## src/sfr_pkg.sv

```systemverilog
// Package for the stream find-and-replace block: word types, register
// indexes and shared constants. No dependencies.
`timescale 1ns / 1ps

package sfr_pkg;

    localparam int MAX_PATTERN_DEFAULT = 8;
    localparam int CFG_INDEX_W = 3;
    localparam int CFG_DATA_W = 64;

    typedef enum logic [CFG_INDEX_W-1:0] {
        REG_PATTERN_BYTES      = 3'd0,
        REG_PATTERN_LENGTH     = 3'd1,
        REG_REPLACEMENT_BYTES  = 3'd2,
        REG_REPLACEMENT_LENGTH = 3'd3,
        REG_MAX_OUTPUT         = 3'd4
    } cfg_index_t;

    typedef struct packed {
        logic [7:0] text_byte;
        logic       end_of_input;
    } in_word_t;

    typedef struct packed {
        logic [7:0] out_byte;
        logic       has_byte;
        logic       end_of_output;
    } out_word_t;

    // Controls shared by every window cell.
    typedef struct packed {
        logic step;
        logic shift;
    } win_ctl_t;

    // Controls shared by every burst buffer cell.
    typedef struct packed {
        logic load;
        logic shift;
    } burst_ctl_t;

endpackage

```

## src/stream_find_replace.sv

```systemverilog
// Top level of the stream find-and-replace block: configuration registers,
// window cell chain and match control. Depends on sfr_pkg, sfr_win_cell, sfr_emitter.
`timescale 1ns / 1ps

// Usage:
// Text enters on the s_ channel, one byte per word with an end-of-text flag.
// Results leave on the m_ channel: a byte, a has_byte flag and an end flag on
// the last word of a text. A text whose output is empty ends with one bare
// word (has_byte low). Registers are written through cfg_we, cfg_index and
// cfg_data while the block is idle; writing the pattern length drops any
// bytes held in the window.
// Each input word is compared against the whole pattern at once across the
// row of window cells; the words it causes load into the burst buffer at once
// and the first appears in the cycle after the word is accepted. A word making
// at most one result lets the next word in at once while the receiver keeps
// up; a word making N results (a replacement, or a flush at end of text) holds
// the input while the burst buffer drains, one word per cycle if not stalled.
// When the receiver stalls, the current result holds and input is refused
// until the last word of the burst is leaving in the same cycle.
// Synchronous reset clears the fill count, the output counter, the word count
// of the burst buffer and the configuration registers to their reset values;
// the window and burst cell bytes are not reset, and no clearing pass is needed.

module stream_find_replace #(
    parameter int MAX_PATTERN = sfr_pkg::MAX_PATTERN_DEFAULT
) (
    input  logic                               aclk,
    input  logic                               aresetn,
    input  logic                               s_valid,
    output logic                               s_ready,
    input  sfr_pkg::in_word_t                  s_data,
    output logic                               m_valid,
    input  logic                               m_ready,
    output sfr_pkg::out_word_t                 m_data,
    input  logic                               cfg_we,
    input  logic [sfr_pkg::CFG_INDEX_W-1:0]    cfg_index,
    input  logic [sfr_pkg::CFG_DATA_W-1:0]     cfg_data
);
    import sfr_pkg::*;

    localparam int LW = $clog2(MAX_PATTERN + 1);

    logic [63:0] pattern_reg;
    logic [3:0]  plen_reg;
    logic [63:0] repl_reg;
    logic [3:0]  rlen_reg;
    logic [15:0] max_reg;
    logic [LW-1:0] fill_reg, fill_next;
    logic [15:0]   count_reg, count_next;

    logic [LW-1:0] plen_c, rlen_c, fill1, k, n;
    logic [15:0]   room;
    logic          step, last, full, match, bare;
    logic [MAX_PATTERN-1:0]      eq;
    logic [MAX_PATTERN-1:0][7:0] cur;
    logic [MAX_PATTERN-1:0][7:0] src;
    win_ctl_t      wctl;

    // Lengths saturate to the window depth; a zero pattern length acts as one.
    always_comb begin
        if (plen_reg == 4'd0) begin
            plen_c = LW'(1);
        end else if (plen_reg > 4'(MAX_PATTERN)) begin
            plen_c = LW'(MAX_PATTERN);
        end else begin
            plen_c = LW'(plen_reg);
        end
        if (rlen_reg > 4'(MAX_PATTERN)) begin
            rlen_c = LW'(MAX_PATTERN);
        end else begin
            rlen_c = LW'(rlen_reg);
        end
    end

    assign step  = s_valid && s_ready;
    assign last  = s_data.end_of_input;
    assign fill1 = fill_reg + LW'(1);
    assign full  = (fill1 == plen_c);
    assign match = full && (&eq);

    assign wctl.step  = step;
    assign wctl.shift = full && !match && !last;

    for (genvar i = 0; i < MAX_PATTERN; i++) begin : g_win
        logic [7:0] nbr;
        if (i == MAX_PATTERN - 1) begin : g_tail
            assign nbr = 8'h00;
        end else begin : g_mid
            assign nbr = cur[i+1];
        end
        sfr_win_cell u_cell (
            .aclk     (aclk),
            .ctl      (wctl),
            .sel      (fill_reg == LW'(i)),
            .in_use   (LW'(i) < plen_c),
            .in_byte  (s_data.text_byte),
            .nbr_byte (nbr),
            .pat_byte (pattern_reg[8*i +: 8]),
            .cur_byte (cur[i]),
            .eq       (eq[i])
        );
        assign src[i] = match ? repl_reg[8*i +: 8] : cur[i];
    end

    // Burst size: the replacement on a match, otherwise the oldest byte on a
    // full window, or the whole window when the text ends; then limited to the room left under the maximum output.
    always_comb begin
        if (match) begin
            k = rlen_c;
        end else if (last) begin
            k = fill1;
        end else if (full) begin
            k = LW'(1);
        end else begin
            k = '0;
        end
        room = (count_reg < max_reg) ? (max_reg - count_reg) : 16'd0;
        n    = (room < 16'(k)) ? LW'(room) : k;
        bare = last && (n == '0);
    end

    always_comb begin
        fill_next  = fill_reg;
        count_next = count_reg;
        if (step) begin
            if (last || match) begin
                fill_next = '0;
            end else if (full) begin
                fill_next = plen_c - LW'(1);
            end else begin
                fill_next = fill1;
            end
            count_next = last ? 16'd0 : (count_reg + 16'(n));
        end
        if (cfg_we && (cfg_index == REG_PATTERN_LENGTH)) begin
            fill_next = '0;
        end
    end

    always_ff @(posedge aclk) begin
        if (!aresetn) begin
            pattern_reg <= '0;
            plen_reg    <= 4'd1;
            repl_reg    <= '0;
            rlen_reg    <= 4'd0;
            max_reg     <= 16'hFFFF;
            fill_reg    <= '0;
            count_reg   <= '0;
        end else begin
            fill_reg  <= fill_next;
            count_reg <= count_next;
            if (cfg_we) begin
                unique case (cfg_index)
                    REG_PATTERN_BYTES:      pattern_reg <= cfg_data;
                    REG_PATTERN_LENGTH:     plen_reg    <= cfg_data[3:0];
                    REG_REPLACEMENT_BYTES:  repl_reg    <= cfg_data;
                    REG_REPLACEMENT_LENGTH: rlen_reg    <= cfg_data[3:0];
                    REG_MAX_OUTPUT:         max_reg     <= cfg_data[15:0];
                    default: ;
                endcase
            end
        end
    end

    sfr_emitter #(
        .DEPTH (MAX_PATTERN)
    ) u_emitter (
        .aclk          (aclk),
        .aresetn       (aresetn),
        .load          (step),
        .load_count    (bare ? LW'(1) : n),
        .load_has_byte (!bare),
        .load_end      (last),
        .src_bytes     (src),
        .in_ready      (s_ready),
        .m_valid       (m_valid),
        .m_ready       (m_ready),
        .m_data        (m_data)
    );

    // The window never holds a full pattern between words.
    a_fill_below_len: assert property (@(posedge aclk) disable iff (!aresetn)
        fill_reg < plen_c)
        else $error("window fill reached the pattern length");

    // Every text ends with at least one result.
    a_end_gives_word: assert property (@(posedge aclk) disable iff (!aresetn)
        step && last |=> m_valid)
        else $error("end of text produced no result");

    // An empty burst buffer always takes input.
    a_idle_ready: assert property (@(posedge aclk) disable iff (!aresetn)
        !m_valid |-> s_ready)
        else $error("input refused with nothing pending");

    // The end flag leaves the counter and the window fill cleared for the next text.
    a_count_clear: assert property (@(posedge aclk) disable iff (!aresetn)
        step && last |=> count_reg == 16'd0 && fill_reg == '0)
        else $error("state not cleared after end of text");

endmodule

```

## src/sfr_win_cell.sv

```systemverilog
// One window cell: holds one text byte, compares it with its pattern byte.
// Depends on sfr_pkg.
`timescale 1ns / 1ps

module sfr_win_cell (
    input  logic            aclk,
    input  sfr_pkg::win_ctl_t ctl,
    input  logic            sel,
    input  logic            in_use,
    input  logic [7:0]      in_byte,
    input  logic [7:0]      nbr_byte,
    input  logic [7:0]      pat_byte,
    output logic [7:0]      cur_byte,
    output logic            eq
);
    import sfr_pkg::*;

    logic [7:0] byte_reg;
    logic [7:0] byte_next;

    // The cell at the fill position sees the arriving byte this cycle.
    assign cur_byte = sel ? in_byte : byte_reg;
    assign eq = !in_use || (cur_byte == pat_byte);

    always_comb begin
        byte_next = byte_reg;
        if (ctl.step) begin
            if (ctl.shift) begin
                byte_next = nbr_byte;
            end else if (sel) begin
                byte_next = in_byte;
            end
        end
    end

    always_ff @(posedge aclk) begin
        byte_reg <= byte_next;
    end

endmodule

```

## src/sfr_burst_cell.sv

```systemverilog
// One cell of the output burst buffer; cells shift toward the output port.
// Depends on sfr_pkg.
`timescale 1ns / 1ps

module sfr_burst_cell (
    input  logic                aclk,
    input  sfr_pkg::burst_ctl_t ctl,
    input  logic [7:0]          ld_byte,
    input  logic [7:0]          nbr_byte,
    output logic [7:0]          q_byte
);
    import sfr_pkg::*;

    logic [7:0] byte_reg;
    logic [7:0] byte_next;

    assign q_byte = byte_reg;

    always_comb begin
        byte_next = byte_reg;
        if (ctl.load) begin
            byte_next = ld_byte;
        end else if (ctl.shift) begin
            byte_next = nbr_byte;
        end
    end

    always_ff @(posedge aclk) begin
        byte_reg <= byte_next;
    end

endmodule

```

## src/sfr_emitter.sv

```systemverilog
// Output stage: a row of burst cells drained one word per handshake.
// Depends on sfr_pkg and sfr_burst_cell.
`timescale 1ns / 1ps

module sfr_emitter #(
    parameter int DEPTH = sfr_pkg::MAX_PATTERN_DEFAULT
) (
    input  logic                           aclk,
    input  logic                           aresetn,
    input  logic                           load,
    input  logic [$clog2(DEPTH+1)-1:0]     load_count,
    input  logic                           load_has_byte,
    input  logic                           load_end,
    input  logic [DEPTH-1:0][7:0]          src_bytes,
    output logic                           in_ready,
    output logic                           m_valid,
    input  logic                           m_ready,
    output sfr_pkg::out_word_t             m_data
);
    import sfr_pkg::*;

    localparam int CW = $clog2(DEPTH + 1);

    logic [CW-1:0] rem_reg, rem_next;
    logic          end_reg, end_next;
    logic          has_reg, has_next;
    logic          take;
    burst_ctl_t    cctl;
    logic [DEPTH-1:0][7:0] q;

    assign m_valid  = (rem_reg != '0);
    assign take     = m_valid && m_ready;
    // A new burst may load while the final word of the old one leaves.
    assign in_ready = (rem_reg == '0) || ((rem_reg == CW'(1)) && m_ready);

    assign cctl.load  = load;
    assign cctl.shift = take;

    for (genvar j = 0; j < DEPTH; j++) begin : g_cell
        logic [7:0] nbr;
        if (j == DEPTH - 1) begin : g_tail
            assign nbr = 8'h00;
        end else begin : g_mid
            assign nbr = q[j+1];
        end
        sfr_burst_cell u_cell (
            .aclk     (aclk),
            .ctl      (cctl),
            .ld_byte  (src_bytes[j]),
            .nbr_byte (nbr),
            .q_byte   (q[j])
        );
    end

    always_comb begin
        rem_next = rem_reg;
        end_next = end_reg;
        has_next = has_reg;
        if (load) begin
            rem_next = load_count;
            end_next = load_end;
            has_next = load_has_byte;
        end else if (take) begin
            rem_next = rem_reg - CW'(1);
        end
    end

    always_ff @(posedge aclk) begin
        if (!aresetn) begin
            rem_reg <= '0;
            end_reg <= 1'b0;
            has_reg <= 1'b0;
        end else begin
            rem_reg <= rem_next;
            end_reg <= end_next;
            has_reg <= has_next;
        end
    end

    assign m_data.out_byte      = has_reg ? q[0] : 8'h00;
    assign m_data.has_byte      = has_reg;
    assign m_data.end_of_output = end_reg && (rem_reg == CW'(1));

endmodule
```

## config.mk

```make
export PLATFORM = sky130hd
export DESIGN_NAME = stream_find_replace
export DESIGN_NICKNAME = d
export VERILOG_FILES = /design/src/sfr_pkg.sv /design/src/stream_find_replace.sv /design/src/sfr_win_cell.sv /design/src/sfr_burst_cell.sv /design/src/sfr_emitter.sv
export SDC_FILE = /design/constraint.sdc
export NUM_CORES = 1
export LEC_CHECK = 0
export BUFFER_PORTS_ARGS = -buffer_cell sky130_fd_sc_hd__buf_2
export CORE_AREA = 2 2 233 235
export DETAILED_ROUTE_END_ITERATION = 8
export DIE_AREA = 0 0 235 237
export PLACE_DENSITY = 0.56
export SETUP_SLACK_MARGIN = 0.15
export SLEW_MARGIN = 10
export SYNTH_ARGS = -nofsm -noshare
export SYNTH_HDL_FRONTEND = slang
export SYNTH_SLANG_ARGS = --single-unit
```

## constraint.sdc

```tcl
create_clock -name aclk -period 6.3 [get_ports aclk]
set_input_delay 0.63 -clock aclk [delete_from_list [all_inputs] [get_ports aclk]]
set_output_delay 0.63 -clock aclk [all_outputs]
set_load 0.05 [all_outputs]
```

==> metrics, run 1 <==
Leak roughly 7.7 nW; status finished with violations; worst slew margin relative to its limit 31.3%; Final Slew Violations 0; Yosys top cell area share between 20% and 30%; vias in the first global route about 14000; CP max FO 10; total track usage between 10% and 20%; Power Dens Cells 361 nW/um^2; Die Wd 235 um; Worst VDD drop approximately 0.19 mV; Syn Nets a little under 2000; count of cell types in the netlist slightly below 70; cell taking the most area after synthesis edfxtp_1; Worst Max-Slew Pin Slew ~1.0 ns; top_reg_cell synth dfxtp_1; drt via density approximately 5.1; Worst Slack Setup Final -0.524 ns; core region area 53300 um^2; H-Tree Depth 2; failing checks negative setup slack; most used cell along the critical path a21o_1; DR iter-0 viols approximately 1300; final-stage net count about 2100; WHS about 0.35 ns; synthesized area roughly 16000 um^2; Skew-Pair Late Insertion Delay between 0.5 and 0.6 ns; syn_area_per_cell about 8.7 um^2; Root Driver clkbuf_16; CP peak stage delay around 0.57 ns; DRT antenna net count 0; #FFs+latches synth 306; initial antenna violation count 1; CTS tree built; Die Y between 200 and 250 um; layout cells sized above 1 between 15 and 20%; ranking of synthesized cells by area edfxtp_1 (24%), dfxtp_1 (23%), nand2_1 (9.4%), mux2i_1 (8.5%), a21oi_1 (6.7%); Max-Cap Viols 0; Worst Setup Start Kind register; initial core utilization 29.7%; Syn. warnings 0; Clk pin slew, worst setup/hold paths 0.06 ns; largest net degree at the start of global routing ~90; most frequent cell after synthesis nand2_1; EDFF count, synth between 100 and 150; final setup fails 15; synthesis-to-layout area growth 23.5%; Final Hold Viols 0; HPWL after DPL approximately 36 mm; CP endpoint kind register; cell count after synthesis ~1800; first-pass detailed-route iteration total 7; sequential element share of the synthesized area 46.9%; period utilization 108%; vias 14000; kind of critical path register to register; Critical Path AT a little over 7 ns; drt total wl a little over 50 mm; GRT overflow 0; clk sinks roughly 310; DRC viols 0; most instantiated cells after synthesis nand2_1 (397), a21oi_1 (210), dfxtp_1 (178); Die ar. 55700 um^2; Worst EP required roughly 6.7 ns; Port Buf Inserts 92; pre-CTS WS -0.870 ns; row cnt 85; TritonCTS Buffers 34; placed insts approximately 2700; Max Fclk between 100 and 150 MHz; DR WL/cell 18.6 um; first-pass GRT wire length between 70 and 80 mm; Synth async-reset ratio 0%; num ports 93; Setup TNS -6.18 ns; final std cells w/o fill roughly 2700; number of hold buffers added after CTS 0; slowest CP cell or4b_4; Total Power about 0.0070 W; HP Class input port to register; Max clock buf depth 3; RSZ-0062 raised after global routing true; Final min period ~6.8 ns; GP Congestion 0.873; Clock Skews approximately 0.020 ns
[where the power goes]
group | switching, W | internal [W] | total [W]
registers | 0.000193 | 0.00275 | 0.00295
clock network | 0.000814 | 0.00112 | 0.00193
logic | 0.00139 | 0.000767 | 0.00216
[cell type report]
cell class | count | area (um^2)
fillers | 5441 | 33800
multi-input cells | 1326 | 8010
flip-flops and latches | 306 | 7410
repair buffers | 272 | 1870
clock buffers | 46 | 967
well taps | 696 | 871
inverters | 76 | 288
clock inverters | 15 | 97.6
diodes | 1 | 2.50
[metal layers]
layer	GRT usage, %	vias up	share of wire (%)
met5	0	-	0
met4	4.76	0	2.2
met3	2.52	71	6.1
met2	29.0	450	46
met1	24.4	6733	45
li1	-	6722	-
[critical path, delay by kind of cell (launching register included)]
family,cells,cell delay [ns]
muxes,2,0.52
and+or+nand+nor,11,2.43
adders and majority gates,3,0.53
xor gates and xnor gates,1,0.12
buffers and inverters,4,0.51
DFF,1,0.32
AOI/OAI and AO/OA,12,2.23
[cell families after synthesis]
family	share of synthesized area, %
and+or+nand+nor	18.7
DFF	46.9
muxes	8.85
xor gates and xnor gates	2.66
buffers and inverters	4.62
AOI/OAI and AO/OA	15.5
adders and majority gates	2.87
[final timing paths]
kind / startpoint / to / slack, ns / cells after the start
max reg2reg: fill_reg[1]$_SDFFE_PP0P_ / count_reg[13]$_SDFFE_PN0P_ / -0.52 / 33
min reg2reg: repl_reg[50]$_SDFFE_PN0P_ / repl_reg[50]$_SDFFE_PN0P_ / 0.45 / 2
min: cfg_data[54] / repl_reg[54]$_SDFFE_PN0P_ / 0.35 / 3
max: fill_reg[1]$_SDFFE_PP0P_ / count_reg[13]$_SDFFE_PN0P_ / -0.52 / 33
[per-stage QoR]
| step | instance area, um^2 | utilization [%] |
|---|---|---|
| finish | 19500 | 36.6 |
| global route | 19500 | 36.6 |
| CTS | 19400 | 36.4 |
| detailed placement | 18200 | 34.2 |
| global placement | 18200 | 34.2 |
| floorplan | 16000 | - |
[layout by cell type (no fill, tap or decap), drive strengths merged, types with 6 or more instances in the layout]
master / count
edfxtp: 128
dfxtp: 178
nor3: 25
clkbuf: 46
and2: 14
a31oi: 9
clkinv: 13
nor2b: 24
nand4: 6
xor2: 12
o211ai: 10
inv: 77
a21o: 9
nand2: 397
a21oi: 210
nand3: 36
a2111oi: 7
o22ai: 33
a211oi: 13
buf: 272
and3: 11
nand2b: 18
or4: 6
xnor2: 36
nor2: 116
mux2i: 134
nand3b: 6
ha: 33
o21ai: 92
[timing repair]
| action | CTS | global route |
|---|---|---|
| endpoints found under the setup margin | 16 | 19 |
| gates cloned | 0 | 0 |
| pin swaps | 10 | 9 |
| resized for setup | 14 | 13 |
| buffers inserted | 6 | 3 |
Power figures use the tool's default switching activity.
==> inputs of run 2 (changes only) <==
--- a/config.mk
+++ b/config.mk
@@ -11,6 +11,7 @@
 export DIE_AREA = 0 0 235 237
 export PLACE_DENSITY = 0.56
 export SETUP_SLACK_MARGIN = 0.15
+export SKIP_LAST_GASP = 1
 export SLEW_MARGIN = 10
 export SYNTH_ARGS = -nofsm -noshare
 export SYNTH_HDL_FRONTEND = slang
==> constraint.sdc (replaced) <==
create_clock -name aclk -period 6 [get_ports aclk]
set_input_delay 0.6 -clock aclk [delete_from_list [all_inputs] [get_ports aclk]]
set_output_delay 0.6 -clock aclk [all_outputs]
set_load 0.05 [all_outputs]
==> metrics, run 2 (synthesis gave the netlist of run 1 again) <==
DRC viols 0; pre-CTS WS -1.25 ns; Antenna Cells 0; number of hold buffers added after CTS 0; Root Driver clkbuf_16; flop2flop setup slack -0.86 ns; DR iter-0 viols between 1000 and 1500; Worst VDD drop slightly below 0.2 mV; final-stage net count roughly 2200; kind of critical path register to register; Worst Slack Setup Final -0.863 ns; Power Dens Cells about 370 nW/um^2; first-pass GRT wire length 80.2 mm; layout cells sized above 1 between 20% and 30%; period utilization 114%; GRT overflow 0; WHS approximately 0.32 ns; Critical Path AT 7.26 ns; Hold Crit Start cfg_data[24]; Skew-Pair Late Insertion Delay approximately 0.53 ns; num ports between 90 and 100; final setup fails 18; DR WL/cell between 15 and 20 um; vias 14300; most frequent cells in the layout nand2_1 (389), buf_4 (229), a21oi_1 (206); met1 usage 25.2%; utilization after layout 38.0%; Worst EP required around 6.4 ns; Port Buf Inserts 92; CP peak stage delay about 0.54 ns; Final min period about 6.9 ns; hold path depth 3; Clk pin slew, worst setup/hold paths 0.06 ns; commonest non-fill, non-tap cell in the layout nand2_1; R2R depth 34; HPWL after DPL approximately 37 mm; final std cells w/o fill roughly 2800; largest net degree at the start of global routing 89; placed insts about 2700; Max-Cap Viols 0; Worst Setup Start Kind register; met2 GRT Util 30.1%; GRT busiest layer met2; Hold Crit Endpoint repl_reg[24]$_SDFFE_PN0P_; slowest CP cell or4b_4; most used cell along the critical path buf_4; initial core utilization 29.7%; Die Wd 235 um; HP Class input port to register; CP endpoint kind register; fillers roughly 5400; worst r2r src fill_reg[1]$_SDFFE_PP0P_; status finished with violations; Setup TNS -11.73 ns; drt via density ~5; DRT antenna net count 0; Final Slew Violations 0; reg2reg end count_reg[15]$_SDFFE_PN0P_; crit path from fill_reg[1]$_SDFFE_PP0P_; Die Y around 240 um; initial antenna violation count 0; synthesis-to-layout area growth 28.1%; H-Tree Depth 2; Clock Skews between 0.015 and 0.02 ns; drt total wl between 50 and 60 mm; core region area about 53000 um^2; TritonCTS Buffers 35; CP max FO 4; worst slew margin relative to its limit between 10% and 20%; vias in the first global route ~14000; Final Hold Viols 0; RSZ-0062 raised after global routing true; row cnt 85; Worst Max-Slew Pin Slew roughly 1.2 ns; failing checks negative setup slack; GRT met3 Usage about 2.7%; Max clock buf depth 3; first-pass detailed-route iteration total 5; Die ar. around 56000 um^2; CTS tree built; GP Congestion 0.865; total track usage between 10% and 20%; clk sinks 306; Max Fclk 146 MHz; Leak 8.14 nW
==> run 2: changes by cell type in the layout (fill, tap and decap cells not counted), sizes merged <==
| cell | before | now |
|---|---|---|
| bufinv | 1 | 0 |
| buf | 272 | 338 |
| diode | 1 | 0 |
| inv | 77 | 76 |
| clkbuf | 46 | 54 |
| clkinv | 13 | 8 |
==> run 2: routing by layer <==
metal	routed length, um	part of all wire [%]
met3	3070	5.9
met1	23800	45
met4	1120	2.1
met5	0	0
met2	24500	47
==> run 2: repair_timing <==
action | 4_1_cts | 5_1_grt
gates cloned | 1 | 1
endpoints found under the setup margin | 21 | 21
setup buffers | 12 | 6
resized for setup | 33 | 32
pin swaps | 25 | 15
==> run 2: critical path: cells and delay by family, from the launching register on <==
| kind | cells | cell delay, ns |
|---|---|---|
| mux | 2 | 0.62 |
| flops | 1 | 0.32 |
| simple gates | 12 | 2.17 |
| xor+xnor | 1 | 0.13 |
| buf+inv | 5 | 0.80 |
| fa+ha+maj | 3 | 0.60 |
| compound gates | 11 | 2.09 |
==> run 2: worst max-delay path by stage <==
stage | end | cells after the start
floorplan | count_reg[12]$_SDFFE_PN0P_ | 31
global placement | count_reg[13]$_SDFFE_PN0P_ | 35
detailed placement | count_reg[15]$_SDFFE_PN0P_ | 32
CTS | count_reg[12]$_SDFFE_PN0P_ | 32
global route | count_reg[13]$_SDFFE_PN0P_ | 33
finish | count_reg[15]$_SDFFE_PN0P_ | 34
==> run 2: cell type report <==
class                      instances  area [um^2]  area share [%]
sequential                       306         7410            36.6
clock inverter                     8         41.3           0.204
multi-input combinational       1326         8150            40.3
clock buffer                      54         1060            5.24
inverter                          76          290            1.43
timing repair buffer             338         2420            11.9
tap                              696          871            4.30
==> run 2: through the flow <==
stage | power (W) | instance area [um^2]
floorplan | 0.00442 | 16000
CTS | 0.00754 | 20000
global route | 0.00791 | 20200
detailed placement | 0.00542 | 18600
global placement | 0.00539 | 18600
finish | 0.00752 | 20200
==> run 2: power by group <==
part / switching [W] / internal, W / total, W
logic: 0.00151 / 0.000848 / 0.00236
clock network: 0.000867 / 0.00121 / 0.00208
registers: 0.000194 / 0.00289 / 0.00308
